==> src/sv/mfb32_pkg.sv <==
`timescale 1ns / 1ps
// ----------------------------------------------------------------------------
// mfb32_pkg
// Shared widths, register indexes and codes for the minifloat converter.
// ----------------------------------------------------------------------------
package mfb32_pkg;
  localparam int PatternWidth  = 16;
  localparam int SingleWidth   = 32;
  localparam int FracCfgWidth  = 4;
  localparam int ExpCfgWidth   = 3;
  localparam int CfgDataWidth  = 4;
  localparam int CfgIndexWidth = 1;

  localparam logic [CfgIndexWidth-1:0] RegFractionWidth = 1'd0;
  localparam logic [CfgIndexWidth-1:0] RegExponentWidth = 1'd1;

  localparam logic [FracCfgWidth-1:0] FracMin   = 4'd2;
  localparam logic [FracCfgWidth-1:0] FracMax   = 4'd10;
  localparam logic [FracCfgWidth-1:0] FracReset = 4'd4;
  localparam logic [ExpCfgWidth-1:0]  ExpMin    = 3'd3;
  localparam logic [ExpCfgWidth-1:0]  ExpMax    = 3'd5;
  localparam logic [ExpCfgWidth-1:0]  ExpReset  = 3'd3;

  typedef logic [1:0] value_class_t;
  localparam value_class_t ClassZeroSub = 2'd0;
  localparam value_class_t ClassNormal  = 2'd1;
  localparam value_class_t ClassInf     = 2'd2;
  localparam value_class_t ClassNan     = 2'd3;

  localparam logic [SingleWidth-1:0] QuietNan = 32'h7FC0_0000;
  localparam logic [SingleWidth-1:0] InfBits  = 32'h7F80_0000;
endpackage

==> src/sv/mfb32_if.sv <==
`timescale 1ns / 1ps
// ----------------------------------------------------------------------------
// mfb32_in_if / mfb32_out_if / mfb32_cfg_if
// Valid/ready channels of the minifloat converter.
// ----------------------------------------------------------------------------
interface mfb32_in_if import mfb32_pkg::*; ();
  logic                    valid;
  logic                    ready;
  logic [PatternWidth-1:0] pattern;
  modport source (output valid, output pattern, input ready);
  modport sink (input valid, input pattern, output ready);
endinterface

interface mfb32_out_if import mfb32_pkg::*; ();
  logic                   valid;
  logic                   ready;
  logic [SingleWidth-1:0] single_bits;
  value_class_t           value_class;
  logic                   too_wide;
  modport source (output valid, output single_bits, output value_class, output too_wide,
                  input ready);
  modport sink (input valid, input single_bits, input value_class, input too_wide,
                output ready);
endinterface

interface mfb32_cfg_if import mfb32_pkg::*; ();
  logic                     valid;
  logic                     ready;
  logic [CfgIndexWidth-1:0] index;
  logic [CfgDataWidth-1:0]  data;
  modport source (output valid, output index, output data, input ready);
  modport sink (input valid, input index, input data, output ready);
endinterface

==> src/sv/minifloat_to_binary32.sv <==
`timescale 1ns / 1ps
// ----------------------------------------------------------------------------
// minifloat_to_binary32
// Converts a small IEEE-style float of configurable width to binary32.
// ----------------------------------------------------------------------------
// Usage: words enter on in (pattern) and leave on out (single_bits,
// value_class, too_wide), one result word for each input word. The cfg
// channel writes the fraction width (index 0) and exponent width (index 1);
// it is always ready and should be used only while the block is empty.
// A word passes through the input register, then the decode logic into the
// result register. One word is taken every cycle unless out stalls with both
// registers full; the rate is set by the single-pass decode between the two.
// A full result register drops in.ready only when out is stalled and the
// input register is also full, so the input register acts as a skid stage.
// Reset empties both registers and restores widths to 4 and 3.
// Out-of-range widths are clamped when used; the registers keep the bits (exponent: low three).
module minifloat_to_binary32 import mfb32_pkg::*; (
  input  logic           clk,
  input  logic           rst,
  mfb32_in_if.sink       in,
  mfb32_out_if.source    out,
  mfb32_cfg_if.sink      cfg
);
  logic [FracCfgWidth-1:0] fraction_width;
  logic [ExpCfgWidth-1:0]  exponent_width;
  logic                    in_full;
  logic [PatternWidth-1:0] in_pattern;
  logic                    out_full;
  logic [SingleWidth-1:0]  single_bits;
  value_class_t            value_class;
  logic                    too_wide;

  logic                    advance;
  logic [3:0]              f;
  logic [2:0]              e;
  logic [4:0]              total;
  logic [PatternWidth-1:0] pat_sh;
  logic [9:0]              frac;
  logic [4:0]              expo;
  logic [4:0]              emax;
  logic [4:0]              bias;
  logic                    sign;
  logic [3:0]              p;
  logic [7:0]              e32;
  logic [22:0]             mant;
  logic [SingleWidth-1:0]  bits_next;
  value_class_t            class_next;
  logic                    wide_next;

  assign cfg.ready = 1'b1;
  assign advance   = in_full && (!out_full || out.ready);
  assign in.ready  = !in_full || advance;

  always_ff @(posedge clk) begin
    if (rst) begin
      fraction_width <= FracReset;
      exponent_width <= ExpReset;
    end else if (cfg.valid) begin
      unique case (cfg.index)
        RegFractionWidth: fraction_width <= cfg.data;
        RegExponentWidth: exponent_width <= cfg.data[ExpCfgWidth-1:0];
        default: ;
      endcase
    end
  end

  always_ff @(posedge clk) begin
    if (rst) begin
      in_full <= 1'b0;
    end else if (in.valid && in.ready) begin
      in_full <= 1'b1;
    end else if (advance) begin
      in_full <= 1'b0;
    end
    if (in.valid && in.ready) begin
      in_pattern <= in.pattern;
    end
  end

  always_comb begin
    f = (fraction_width < FracMin) ? FracMin :
        (fraction_width > FracMax) ? FracMax : fraction_width;
    e = (exponent_width < ExpMin) ? ExpMin :
        (exponent_width > ExpMax) ? ExpMax : exponent_width;
    total     = 5'd1 + {2'd0, e} + {1'b0, f};
    wide_next = (in_pattern >> total) != '0;
    frac      = in_pattern[9:0] & ((10'd1 << f) - 10'd1);
    pat_sh    = in_pattern >> f;
    emax      = (5'd1 << e) - 5'd1;
    expo      = pat_sh[4:0] & emax;
    sign      = pat_sh[e];
    bias      = (5'd1 << (e - 3'd1)) - 5'd1;
    // Leading-one position of the subnormal fraction.
    p = 4'd0;
    for (int i = 1; i < 10; i++) begin
      if (frac[i]) p = 4'(i);
    end
    e32  = '0;
    mant = '0;
    if (expo == emax) begin
      if (frac == '0) begin
        bits_next  = {sign, 31'd0} | InfBits;
        class_next = ClassInf;
      end else begin
        bits_next  = QuietNan;
        class_next = ClassNan;
      end
    end else if (expo != '0) begin
      e32        = 8'(expo) + 8'd127 - 8'(bias);
      mant       = 23'(frac) << (5'd23 - 5'(f));
      bits_next  = {sign, e32, mant};
      class_next = ClassNormal;
    end else if (frac == '0) begin
      bits_next  = {sign, 31'd0};
      class_next = ClassZeroSub;
    end else begin
      e32        = 8'd128 + 8'(p) - 8'(bias) - 8'(f);
      mant       = 23'(frac ^ (10'd1 << p)) << (5'd23 - 5'(p));
      bits_next  = {sign, e32, mant};
      class_next = ClassZeroSub;
    end
  end

  always_ff @(posedge clk) begin
    if (rst) begin
      out_full <= 1'b0;
    end else if (advance) begin
      out_full <= 1'b1;
    end else if (out.ready) begin
      out_full <= 1'b0;
    end
    if (advance) begin
      single_bits <= bits_next;
      value_class <= class_next;
      too_wide    <= wide_next;
    end
  end

  assign out.valid       = out_full;
  assign out.single_bits = single_bits;
  assign out.value_class = value_class;
  assign out.too_wide    = too_wide;

  a_nan_quiet: assert property (@(posedge clk) disable iff (rst)
    out_full && value_class == ClassNan |-> single_bits == QuietNan)
    else $error("NaN result is not the quiet pattern");
  a_no_loss: assert property (@(posedge clk) disable iff (rst)
    out_full && !out.ready |=> out_full)
    else $error("stalled result word was dropped");
  a_ready_when_room: assert property (@(posedge clk) disable iff (rst)
    !in_full |-> in.ready)
    else $error("input not ready with an empty input register");
endmodule

==> src/flat_wrapper.sv <==
// flat-port wrapper written by rule: the top's interface ports become plain ports
module minifloat_to_binary32_flat import mfb32_pkg::*;
  (clk, rst, in_valid, in_pattern, in_ready, out_valid, out_single_bits, out_value_class, out_too_wide, out_ready, cfg_valid, cfg_index, cfg_data, cfg_ready);
  mfb32_in_if in_i ();
  mfb32_out_if out_i ();
  mfb32_cfg_if cfg_i ();
  input  logic clk;
  input  logic rst;
  input wire logic [$bits(in_i.valid)-1:0] in_valid;
  input wire logic [$bits(in_i.pattern)-1:0] in_pattern;
  output wire logic [$bits(in_i.ready)-1:0] in_ready;
  output wire logic [$bits(out_i.valid)-1:0] out_valid;
  output wire logic [$bits(out_i.single_bits)-1:0] out_single_bits;
  output wire logic [$bits(out_i.value_class)-1:0] out_value_class;
  output wire logic [$bits(out_i.too_wide)-1:0] out_too_wide;
  input wire logic [$bits(out_i.ready)-1:0] out_ready;
  input wire logic [$bits(cfg_i.valid)-1:0] cfg_valid;
  input wire logic [$bits(cfg_i.index)-1:0] cfg_index;
  input wire logic [$bits(cfg_i.data)-1:0] cfg_data;
  output wire logic [$bits(cfg_i.ready)-1:0] cfg_ready;
  assign in_i.valid = in_valid;
  assign in_i.pattern = in_pattern;
  assign in_ready = in_i.ready;
  assign out_valid = out_i.valid;
  assign out_single_bits = out_i.single_bits;
  assign out_value_class = out_i.value_class;
  assign out_too_wide = out_i.too_wide;
  assign out_i.ready = out_ready;
  assign cfg_i.valid = cfg_valid;
  assign cfg_i.index = cfg_index;
  assign cfg_i.data = cfg_data;
  assign cfg_ready = cfg_i.ready;
  minifloat_to_binary32 u_core (.clk(clk), .rst(rst), .in(in_i), .out(out_i), .cfg(cfg_i));
endmodule
==> config.mk <==
export PLATFORM = sky130hd
export DESIGN_NAME = minifloat_to_binary32_flat
export DESIGN_NICKNAME = d
export VERILOG_FILES = /design/src/sv/mfb32_pkg.sv /design/src/sv/mfb32_if.sv /design/src/sv/minifloat_to_binary32.sv /design/src/flat_wrapper.sv
export SDC_FILE = /design/constraint.sdc
export NUM_CORES = 1
export LEC_CHECK = 0
export ABC_CLOCK_PERIOD_IN_PS = 7600
export BUFFER_PORTS_ARGS = -buffer_cell sky130_fd_sc_hd__buf_2
export CORE_MARGIN = 2
export CORE_UTILIZATION = 40
export DETAILED_ROUTE_END_ITERATION = 8
export PLACE_DENSITY_LB_ADDON = 0.25
export SLEW_MARGIN = 20
export SYNTH_ARGS = -nofsm -noshare
export SYNTH_HDL_FRONTEND = slang
export SYNTH_SLANG_ARGS = --single-unit
==> constraint.sdc <==
create_clock -name clk -period 7.6 [get_ports clk]
set_input_delay 1.52 -clock clk [delete_from_list [all_inputs] [get_ports clk]]
set_output_delay 1.52 -clock clk [all_outputs]
set_load 0.01 [all_outputs]
# Word level (Yosys, flattened, before mapping)
# Index checks and enable logic that the tools add are counted.
[word_totals]
out_inout_bits = 38
register_bits = 60
elab_cells = 78
[classes]
order_cmp = 5
addsub = 13
shifts = 8
bitwise_logic = 4
n_eq_ne = 1
n_reduce_logical = 13
n_mux = 26
[ops]
columns = ["cell", "count"]
rows = [
  ["32-bit 2-to-1 mux", 2],
  ["31-bit 2-to-1 mux", 2],
  ["1-bit by 4-bit << shifter with 23-bit output, first input constant", 1],
  ["10-bit by 5-bit << shifter with 23-bit output", 1],
  ["23-bit by 5-bit << shifter with 23-bit output", 1],
  ["10-bit by 23-bit bitwise XOR with 23-bit output", 1],
  ["3-bit 2-to-1 mux", 6],
  ["4-bit 2-to-1 mux", 4],
  ["16-bit nonzero test", 1],
  ["16-bit by 4-bit >> shifter with 8-bit output", 1],
  ["16-bit by 5-bit >> shifter with 16-bit output", 1],
  ["8-bit by 5-bit subtractor with 8-bit output", 2],
  ["10-bit bitwise AND", 1],
  ["10-bit logical NOT", 1],
  ["1-bit by 3-bit << shifter with 5-bit output, first input constant", 2],
  ["1-bit by 4-bit << shifter with 10-bit output, first input constant", 1],
  ["10-bit by 1-bit subtractor with 10-bit output, second input constant", 1],
  ["5-bit by 1-bit subtractor with 5-bit output, second input constant", 2],
  ["5-bit by 4-bit subtractor with 5-bit output, first input constant", 2],
  ["5-bit by 7-bit adder with 8-bit output, second input constant", 1],
  ["8-bit by 4-bit adder with 8-bit output, first input constant", 1],
  ["1-bit 2-to-1 mux", 8],
  ["8-bit by 4-bit subtractor with 8-bit output", 1],
  ["2-bit 2-to-1 mux", 3],
  ["18 further kinds", 23],
]

# Depth between registers and ports, before layout
# Gate-level depths: netlist of the first run.
[depth]
word_depth = 21
ltp_mapped = 17

# Worst setup path before layout of the first run
# No wires, ideal clock.
[synth_path]
kind = "reg-to-reg"
startpoint = "reg u_core.exponent_width[2]"
endpoint = "reg u_core.single_bits[28], in the netlist u_core.out.single_bits[28], data pin"
path_buffers = 0
path_stages_with_launch = 17
setup_slack_ps = 3746
period_less_slack_ps = 3854
required_ps = 7320
arrival_time_ps = 3575
setup_ps = 280
cell_sequence = "dfxtp_1 inv_1 or3_1 inv_1 ha_1 ha_1 nand2b_1 ha_1 xnor2_1 fa_1 inv_1 ha_1 a21oi_1 o21ai_1 a31oi_1 xnor2_1 o211ai_1"
[synth_between]
elab_chain_cells = 11
[synth_rtl]
columns = ["element", "line", "source"]
rows = [
  ["start: declaration", "minifloat_to_binary32.sv:25", "logic [ExpCfgWidth-1:0] exponent_width;"],
  ["start signal: assignment", "minifloat_to_binary32.sv:57", "exponent_width <= ExpReset;"],
  ["start signal: assignment", "minifloat_to_binary32.sv:61", "RegExponentWidth: exponent_width <= cfg.data[ExpCfgWidth-1:0];"],
  ["3-bit greater-than comparator", "minifloat_to_binary32.sv:84", "(exponent_width > ExpMax) ? ExpMax : exponent_width;"],
  ["3-bit 2-to-1 mux", "minifloat_to_binary32.sv:84", ""],
  ["3-bit 2-to-1 mux *", "minifloat_to_binary32.sv:83", "e = (exponent_width < ExpMin) ? ExpMin :"],
  ["3-bit by 1-bit subtractor with 3-bit output", "minifloat_to_binary32.sv:92", "bias = (5'd1 << (e - 3'd1)) - 5'd1;"],
  ["1-bit by 3-bit << shifter with 5-bit output", "minifloat_to_binary32.sv:92", ""],
  ["5-bit by 1-bit subtractor with 5-bit output", "minifloat_to_binary32.sv:92", ""],
  ["8-bit by 5-bit subtractor with 8-bit output", "minifloat_to_binary32.sv:117", "e32 = 8'd128 + 8'(p) - 8'(bias) - 8'(f);"],
  ["8-bit by 4-bit subtractor with 8-bit output", "minifloat_to_binary32.sv:117", ""],
  ["31-bit 2-to-1 mux", "minifloat_to_binary32.sv:113", "end else if (frac == '0) begin"],
  ["31-bit 2-to-1 mux", "minifloat_to_binary32.sv:108", "end else if (expo != '0) begin"],
  ["32-bit 2-to-1 mux *", "minifloat_to_binary32.sv:100", "if (expo == emax) begin"],
  ["end signal: assignment", "minifloat_to_binary32.sv:133", "single_bits <= bits_next;"],
  ["end: declaration", "minifloat_to_binary32.sv:29", "logic [SingleWidth-1:0] single_bits;"],
]
# Every way passes the cells marked *; elsewhere a longest branch is shown, timed or not.
# A chain may end at the register's enable or synchronous reset.

# Worst setup path in the final report of the first run
[layout_path]
startpoint = "reg u_core.exponent_width[2]"
endpoint = "reg u_core.single_bits[29], in the netlist u_core.out.single_bits[29], data pin"
# The elaborated chain is that of the path after synthesis.

==> results.sh, run 1 <==
export IMPL_outcome="finished, final reports clean"
export IMPL_syn_mean_instance_area_um2=9.13
export IMPL_avgViaCountPerCell=5.71
export IMPL_yosysUniqueCellTypes=79
export IMPL_netlist_area_um2=4970
export IMPL_hpwl_mm=9.70
export IMPL_gp_congestion=0.920
export IMPL_hold_buffers=0
export IMPL_dieArea_um2=13300
export IMPL_finalClockSkew_ns=0.00918
export IMPL_io_buffers=62
export IMPL_rsz0062_at_grt="false"
export IMPL_multi_input_area_um2=2960
export IMPL_p_leak_nw=2.29
export IMPL_synth_flop_cell="edfxtp_1"
export IMPL_antenna_found_initial=0
export IMPL_dieHeight_um=116
export IMPL_peakVddDrop_uv=162
export IMPL_ys_warnings_count=0
export IMPL_fmax_mhz=229
export IMPL_cts_reportedPaths_clkPinSlew_ns=0.05
export IMPL_dr_first_iter_drc_count=460
export IMPL_ant_nets=0
export IMPL_n_fill_cell=1159
export IMPL_grt_max_degree=51
export IMPL_crit_fanout=10
export IMPL_cp_arrival_ns=4.54
export IMPL_grt_pass1_wl_mm=21.3
export IMPL_hold_viol=0
export IMPL_drive_above_1_share_pct=18.4
export IMPL_crit_type="reg -> reg"
export IMPL_dp_cells=755
export IMPL_cts_sinks=60
export IMPL_maxSlewViolCount=0
export IMPL_fin_tns_setup_ns=0
export IMPL_instances_no_fill=771
export IMPL_holdWs_ns=0.456
export IMPL_cts_setup_buffers=0
export IMPL_num_vias=4400
export IMPL_regArea_um2=1710
export IMPL_final_util_pct=47.0
export IMPL_diodes=0
export IMPL_cap_violations=0
export IMPL_grt_overflow_total=0
export IMPL_drc=0
export IMPL_finalCritPeriodShare_pct=57.4
export IMPL_row_count=40
export IMPL_syn_inst=545
export IMPL_start_util_pct=41.2
export IMPL_synth_seq_area_share_pct=34.4
export IMPL_slew_limit_headroom_pct=33.0
export IMPL_tightest_slew_ns=1.00
export IMPL_cts_tree="yes"
export IMPL_p_total_w=0.00116
export IMPL_clock_path_buffers=2
export IMPL_ios=64
export IMPL_wire_per_inst_um=17.2
export IMPL_setup_viol=0
export IMPL_grtUsageTotal_pct=20.6
export IMPL_clk_latency_ns=0.34
export IMPL_wl_mm=13.2
export IMPL_ys_seq_elements=60
export IMPL_grt_pass1_vias=4088
export IMPL_htreeDepth=3
export IMPL_cts_buffers=9
export IMPL_crit_required_ns=7.78
export IMPL_hold_class="reg -> reg"
export IMPL_endpoint_kind="register"
export IMPL_power_density_nw_per_um2=206
export IMPL_postSynth_asyncResetShare_pct=0
export IMPL_dr_pass1_iters=5
export IMPL_synth_edf_count=51
export IMPL_post_cts_resize_count=0
export IMPL_nets=657
export IMPL_cts_root_buf="clkbuf_16"
export IMPL_area_delta_synth_final_pct=13.9
export IMPL_core_um2=12100
export IMPL_die_x_um=116
export IMPL_crit_path_start_kind="register"
export IMPL_finalCriticalPeriod_ns=4.36
synth_stat cells, types with 7 or more instances:
cell type  number  share of area [%]
o21ai_0        37                3.7
inv_1          37                2.8
buf_6           7                1.6
dfxtp_1         9                3.6
o22ai_1         9                1.1
clkbuf_1       22                1.7
edfxtp_1       51                 31
nor2_1         39                2.9
a21oi_1        25                2.5
nand2_1        50                3.8
ha_1           27                6.8
o21a_1          7                1.1
buf_2           9               0.91
a31oi_1         7               0.88
o211ai_1       14                2.1
nand3_1         8               0.81
xnor2_1        12                2.1
mux2i_1        18                3.6
nand2b_1       10                1.3
nor2b_1         8                1.0
cell type report:
cell class / count / area share, %
multi-input combinational: 421 / 52.2
clock inverter: 7 / 1.19
clock buffer: 9 / 3.97
timing repair buffer: 67 / 6.14
sequential: 60 / 30.2
tap: 168 / 3.71
inverter: 39 / 2.58
placed cells by master, fill, tap and decap left out, drive strengths merged, types with 17 or more instances in the layout:
| master | instances |
|---|---|
| conb | 17 |
| mux2i | 18 |
| ha | 27 |
| nand2 | 50 |
| a21oi | 25 |
| buf | 67 |
| o21ai | 40 |
| inv | 39 |
| edfxtp | 51 |
| nor2 | 41 |
final timing paths:
| kind | startpoint | endpoint | slack, ns | depth (start not counted) |
|---|---|---|---|---|
| worst max-delay path | u_core.exponent_width[2]$_SDFFE_PP0P_ | u_core.out.single_bits[29]$_SDFFCE_PP1P_ | 3.24 | 16 |
| worst min-delay path | u_core.exponent_width[0]$_SDFFE_PP1P_ | u_core.exponent_width[0]$_SDFFE_PP1P_ | 0.46 | 1 |
| worst max register to register | u_core.exponent_width[2]$_SDFFE_PP0P_ | u_core.out.single_bits[29]$_SDFFCE_PP1P_ | 3.24 | 16 |
| worst min register to register | u_core.exponent_width[0]$_SDFFE_PP1P_ | u_core.exponent_width[0]$_SDFFE_PP1P_ | 0.46 | 1 |
logic make-up after synthesis:
| logic type | count (synthesis) | share of synthesized area, % |
|---|---|---|
| AO/OA/AOI/OAI | 175 | 25.3 |
| AND/OR/NAND/NOR | 157 | 15.9 |
| multiplexers | 23 | 4.75 |
| other | 2 | 0.151 |
| buffers and inverters | 79 | 7.40 |
| adder cells (fa/ha/maj) | 33 | 9.21 |
| flip-flops | 60 | 34.4 |
| XOR/XNOR | 16 | 2.82 |
sequential cells by signal, indices dropped and copies added (netlist names):
register / flops
u_core.fraction_width: 4
u_core.in_full: 1
u_core.out.valid: 1
u_core.out.single_bits: 32
u_core.out.value_class: 2
u_core.out.too_wide: 1
u_core.exponent_width: 3
u_core.in_pattern: 16
routing by layer:
metal  wire, µm  vias up  global-route usage (%)  share of wire (%)
met1       6150     2093                    27.8                 46
met3        770       29                    3.87                5.8
met5          0        -                       0                  0
li1           -     2108                       -                  -
met4        316        0                    8.92                2.4
met2       6010      170                    32.3                 45
stage by stage:
step | setup WS, ns | instance area [µm²]
3_3_place_gp | 3.46 | 5370
2_1_floorplan | 3.75 | 5030
6_report | 3.24 | 5670
4_1_cts | 3.22 | 5670
3_5_place_dp | 3.24 | 5370
5_1_grt | 2.92 | 5670
where the power goes:
part           switching [W]  total [W]  internal (W)
clock network       0.000147   0.000398      0.000251
logic               0.000213   0.000359      0.000147
registers          0.0000164   0.000408      0.000392
total               0.000376    0.00116      0.000789
critical path, stage by stage (launching register included):
cell,delay (ns)
dfxtp_1,0.50
inv_1,0.19
or3_1,0.42
inv_1,0.17
ha_1,0.23
ha_1,0.30
nand2b_1,0.18
ha_1,0.23
xnor2_1,0.27
fa_1,0.46
inv_1,0.08
ha_1,0.27
nor2b_1,0.15
o21ai_0,0.17
nand2b_1,0.12
a221o_1,0.31
o211ai_1,0.16
Power figures use the tool's default switching activity.
==> run 2, diff against run 1 <==
--- a/config.mk
+++ b/config.mk
@@ -5,7 +5,7 @@
 export SDC_FILE = /design/constraint.sdc
 export NUM_CORES = 1
 export LEC_CHECK = 0
-export ABC_CLOCK_PERIOD_IN_PS = 7600
+export ABC_CLOCK_PERIOD_IN_PS = 4350
 export BUFFER_PORTS_ARGS = -buffer_cell sky130_fd_sc_hd__buf_2
 export CORE_MARGIN = 2
 export CORE_UTILIZATION = 40
==> constraint.sdc (replaced) <==
create_clock -name clk -period 4.35 [get_ports clk]
set_input_delay 0.87 -clock clk [delete_from_list [all_inputs] [get_ports clk]]
set_output_delay 0.87 -clock clk [all_outputs]
set_load 0.01 [all_outputs]
==> run 2 against run 1 <==
Clock power grew 84%. Critical path type unchanged. Highest routed layer unchanged. Flip-flop and latch count is the same. Sequential power grew 76%.
==> results.sh, run 2 (synthesis results as in run 1) <==
export IMPL_instances_no_fill=790
export IMPL_hold_buffers=0
export IMPL_die_x_um=116
export IMPL_wl_mm=13.1
export IMPL_ff2ff_path_depth=16
export IMPL_post_cts_resize_count=0
export IMPL_finalCritPeriodShare_pct=92.7
export IMPL_power_density_nw_per_um2=358
export IMPL_drive_above_1_share_pct=20.7
export IMPL_crit_type="reg -> reg"
export IMPL_hold_class="reg -> reg"
export IMPL_p_total_w=0.00208
export IMPL_drc=0
export IMPL_antenna_found_initial=0
export IMPL_ios=64
export IMPL_finalClockSkew_ns=0.00544
export IMPL_final_common_cell="buf_2"
export IMPL_row_count=40
export IMPL_dr_pass1_iters=5
export IMPL_dr_first_iter_drc_count=287
export IMPL_cts_setup_buffers=0
export IMPL_setup_ws_ns=0.318
export IMPL_slew_limit_headroom_pct=34.8
export IMPL_peakVddDrop_uv=363
export IMPL_hold_viol=0
export IMPL_grtUsageTotal_pct=20.5
export IMPL_gp_congestion=0.909
export IMPL_rsz0062_at_grt="false"
export IMPL_dp_cells=774
export IMPL_diodes=0
export IMPL_cts_tree="yes"
export IMPL_hpwl_mm=9.95
export IMPL_fin_tns_setup_ns=0
export IMPL_cts_root_buf="clkbuf_16"
export IMPL_ant_nets=0
export IMPL_clk_latency_ns=0.33
export IMPL_cts_buffers=9
export IMPL_avgViaCountPerCell=5.54
export IMPL_place_area_um2=5520
export IMPL_finalCriticalPeriod_ns=4.03
export IMPL_layout_common_cells="62 x buf_2, 51 x edfxtp_1, 50 x nand2_1"
export IMPL_fmax_mhz=248
export IMPL_cp_arrival_ns=4.09
export IMPL_cap_violations=0
export IMPL_io_buffers=62
export IMPL_finalInstanceArea_um2=5820
export IMPL_grt_overflow_total=0
export IMPL_htreeDepth=3
export IMPL_cts_sinks=60
export IMPL_endpoint_kind="register"
export IMPL_crit_path_start_kind="register"
export IMPL_core_um2=12100
export IMPL_cts_reportedPaths_clkPinSlew_ns=0.05
export IMPL_tightest_slew_ns=0.976
export IMPL_p_leak_nw=2.39
export IMPL_dieHeight_um=116
export IMPL_grt_pass1_wl_mm=21.3
export IMPL_setup_viol=0
export IMPL_hold_depth=1
export IMPL_start_util_pct=41.2
export IMPL_reg_largest_list="u_core.out.single_bits: 32 flops, u_core.in_pattern: 16 flops, u_core.fraction_width: 4 flops"
export IMPL_outcome="finished, final reports clean"
export IMPL_largest_reg_flops=32
export IMPL_nets=676
export IMPL_crit_fanout=6
export IMPL_area_delta_synth_final_pct=17.1
export IMPL_crit_required_ns=4.41
export IMPL_grt_max_degree=36
export IMPL_wire_per_inst_um=16.6
export IMPL_grt_pass1_vias=4142
export IMPL_clock_path_buffers=2
export IMPL_num_vias=4380
export IMPL_dieArea_um2=13300
export IMPL_largest_register="u_core.out.single_bits"
export IMPL_maxSlewViolCount=0
export IMPL_place_ws_ns=0.328
## run 2: cell count changes in the layout (fill, tap and decap cells not counted), sizes merged
cell | before | now
buf | 67 | 86
bufinv | 1 | 2
clkbuf | 9 | 10
clkinvlp | 2 | 0
## run 2: final timing paths
path | startpoint | to | slack [ns]
worst max-delay path | u_core.exponent_width[2]$_SDFFE_PP0P_ | u_core.out.single_bits[28]$_SDFFCE_PP1P_ | 0.32
worst max register to register | u_core.exponent_width[2]$_SDFFE_PP0P_ | u_core.out.single_bits[28]$_SDFFCE_PP1P_ | 0.32
worst min-delay path | u_core.exponent_width[0]$_SDFFE_PP1P_ | u_core.exponent_width[0]$_SDFFE_PP1P_ | 0.46
worst min register to register | u_core.exponent_width[0]$_SDFFE_PP1P_ | u_core.exponent_width[0]$_SDFFE_PP1P_ | 0.46
## run 2: power breakdown
part,switching [W],internal [W],leakage [nW]
Clock,0.000237,0.000495,0.154
Combinational,0.000362,0.000269,1.68
Sequential,0.0000348,0.000684,0.558
## run 2: cell type report
class                      instances  area [µm²]
fill                            1141        6240
multi-input combinational        421        2960
sequential                        60        1710
timing repair buffer              86         490
clock buffer                      10         229
tap                              168         210
inverter                          39         146
clock inverter                     6        78.8
## run 2: metal layers
metal	track usage, %	wire, µm
met1	27.7	5990
met4	8.03	376
met3	3.82	805
met2	32.5	5980
met5	0	0
## run 2: through the flow
step	util, %	hold WS [ns]
floorplan	-	0.428
global placement	45.7	0.441
detailed placement	45.7	0.454
CTS	48.3	0.466
global route	48.3	0.485
finish	48.3	0.463
## run 2: worst max-delay path, cell delays in order (launching register included)
cell      delay (ns)
dfxtp_1         0.32
inv_1           0.10
or3_1           0.40
inv_1           0.18
ha_1            0.23
ha_1            0.30
nand2b_1        0.20
ha_1            0.21
xnor2_1         0.16
fa_1            0.51
inv_1           0.04
ha_1            0.34
a21oi_1         0.14
o21ai_1         0.10
a31oi_1         0.29
xnor2_1         0.15
o211ai_1        0.09
==> run 3, diff against run 2 <==
--- a/config.mk
+++ b/config.mk
@@ -7,7 +7,6 @@
 export LEC_CHECK = 0
 export ABC_CLOCK_PERIOD_IN_PS = 4350
 export BUFFER_PORTS_ARGS = -buffer_cell sky130_fd_sc_hd__buf_2
-export CORE_MARGIN = 2
 export CORE_UTILIZATION = 40
 export DETAILED_ROUTE_END_ITERATION = 8
 export PLACE_DENSITY_LB_ADDON = 0.25
==> run 3 against run 2 <==
Clock skew rose by 0.0016 ns. Worst hold slack worse by 0.011 ns. Setup slack got worse by 0.018 ns. Routed wire length is 0.15% higher. Sequential power is essentially flat. Register-to-register slack got worse by 0.02 ns. Critical endpoint unchanged.
==> results.sh, run 3 (synthesis results as in run 1) <==
export IMPL_hold_buffers=0
export IMPL_dieArea_um2=12900
export IMPL_area_delta_synth_final_pct=16.5
export IMPL_antenna_found_initial=0
export IMPL_peakVddDrop_uv=291
export IMPL_met1_length_mm=5.85
export IMPL_finalClockSkew_ns=0.00705
export IMPL_ff2ff_path_depth=16
export IMPL_ios=64
export IMPL_dr_pass1_iters=5
export IMPL_rsz0062_at_grt="false"
export IMPL_hold_depth=1
export IMPL_outcome="finished, final reports clean"
export IMPL_setup_viol=0
export IMPL_finalCritPeriodShare_pct=93.1
export IMPL_power_density_nw_per_um2=352
export IMPL_cts_setup_buffers=0
export IMPL_die_x_um=114
export IMPL_core_um2=12100
export IMPL_clk_latency_ns=0.34
export IMPL_gp_congestion=0.924
export IMPL_post_cts_resize_count=0
export IMPL_cap_violations=0
export IMPL_start_util_pct=41.2
export IMPL_fin_tns_setup_ns=0
export IMPL_diodes=0
export IMPL_drc=0
export IMPL_io_buffers=62
export IMPL_final_common_cell="buf_2"
export IMPL_num_vias=4415
export IMPL_drive_above_1_share_pct=20.6
export IMPL_slew_limit_headroom_pct=34.7
export IMPL_nets=674
export IMPL_dieHeight_um=114
export IMPL_grt_overflow_total=0
export IMPL_clock_path_buffers=2
export IMPL_avgViaCountPerCell=5.60
export IMPL_reg_largest_list="u_core.out.single_bits: 32 flops, u_core.in_pattern: 16 flops, u_core.fraction_width: 4 flops"
export IMPL_met2_length_mm=6.04
export IMPL_largest_reg_flops=32
export IMPL_endpoint_kind="register"
export IMPL_grt_max_degree=36
export IMPL_cp_arrival_ns=4.13
export IMPL_dr_max_layer_used="met4"
export IMPL_multi_input_area_um2=2960
export IMPL_largest_register="u_core.out.single_bits"
export IMPL_cts_tree="yes"
export IMPL_wl_mm=13.2
export IMPL_maxSlewViolCount=0
export IMPL_n_fill_cell=1164
export IMPL_grt_pass1_wl_mm=21.6
export IMPL_tightest_slew_ns=0.978
export IMPL_htreeDepth=3
export IMPL_crit_required_ns=4.43
export IMPL_dr_first_iter_drc_count=410
export IMPL_met3_length_um=891
export IMPL_grt_pass1_vias=4377
export IMPL_wire_per_inst_um=16.7
export IMPL_cts_buffers=9
export IMPL_hpwl_mm=9.88
export IMPL_grtUsageTotal_pct=21.9
export IMPL_layout_common_cells="62 x buf_2, 51 x edfxtp_1, 50 x nand2_1"
export IMPL_p_leak_nw=2.37
export IMPL_regArea_um2=1710
export IMPL_finalCriticalPeriod_ns=4.05
export IMPL_crit_type="reg -> reg"
export IMPL_cts_sinks=60
export IMPL_crit_path_start_kind="register"
export IMPL_hold_viol=0
export IMPL_cts_root_buf="clkbuf_16"
export IMPL_ant_nets=0
export IMPL_hold_class="reg -> reg"
export IMPL_fmax_mhz=247
export IMPL_row_count=40
export IMPL_cts_reportedPaths_clkPinSlew_ns=0.05
export IMPL_crit_fanout=6
export IMPL_p_total_w=0.00204
==> run 3: changes by cell type in the layout (fill, tap and decap cells not counted) <==
| cell | previous run | this run |
|---|---|---|
| buf_4 | 24 | 22 |
| clkinvlp_4 | 0 | 2 |
| bufinv_16 | 2 | 1 |
| clkbuf_1 | 1 | 0 |
| clkinv_2 | 3 | 2 |
| clkinv_4 | 0 | 1 |
==> run 3: worst max-delay path, stage by stage, from the launching register on <==
cell,delay [ns]
dfxtp_1,0.33
inv_1,0.10
or3_1,0.40
inv_1,0.19
ha_1,0.23
ha_1,0.30
nand2b_1,0.19
ha_1,0.22
xnor2_1,0.17
fa_1,0.51
inv_1,0.05
ha_1,0.34
a21oi_1,0.14
o21ai_1,0.10
a31oi_1,0.29
xnor2_1,0.16
o211ai_1,0.09
==> run 3: metrics by stage <==
step	setup WS, ns	area [µm²]	hold WS [ns]	utilization [%]	instances
floorplan	0.496	5030	0.428	-	560
global placement	0.458	5500	0.441	45.6	772
detailed placement	0.287	5500	0.445	45.6	772
CTS	0.283	5790	0.458	48.0	788
global route	0.0544	5790	0.475	48.0	788
finish	0.300	5790	0.453	48.0	788
==> run 3: path summary, 6_finish.rpt <==
path / start / slack [ns] / end
worst max-delay path: u_core.exponent_width[2]$_SDFFE_PP0P_ / 0.30 / u_core.out.single_bits[28]$_SDFFCE_PP1P_
worst min-delay path: u_core.exponent_width[0]$_SDFFE_PP1P_ / 0.45 / u_core.exponent_width[0]$_SDFFE_PP1P_
worst min register to register: u_core.exponent_width[0]$_SDFFE_PP1P_ / 0.45 / u_core.exponent_width[0]$_SDFFE_PP1P_
worst max register to register: u_core.exponent_width[2]$_SDFFE_PP0P_ / 0.30 / u_core.out.single_bits[28]$_SDFFCE_PP1P_
==> run 3: power by group <==
group	switching, W	internal, W	total, W
clock network	0.000249	0.000438	0.000687
logic	0.000363	0.000268	0.000632
registers	0.0000350	0.000684	0.000719
total	0.000647	0.00139	0.00204
==> run 3: layout make-up <==
class | instances | share of cell area [%]
Clock buffer | 9 | 3.89
Inverter | 39 | 2.53
Multi-Input combinational cell | 421 | 51.0
Clock inverter | 7 | 1.17
Tap cell | 168 | 3.63
Timing Repair Buffer | 84 | 8.21
Sequential cell | 60 | 29.5
==> run 3: metal layers <==
layer,track usage (%),vias up
met3,5.58,33
met2,35.4,202
met5,0,-
met4,11.8,0
met1,26.9,2037
li1,-,2143
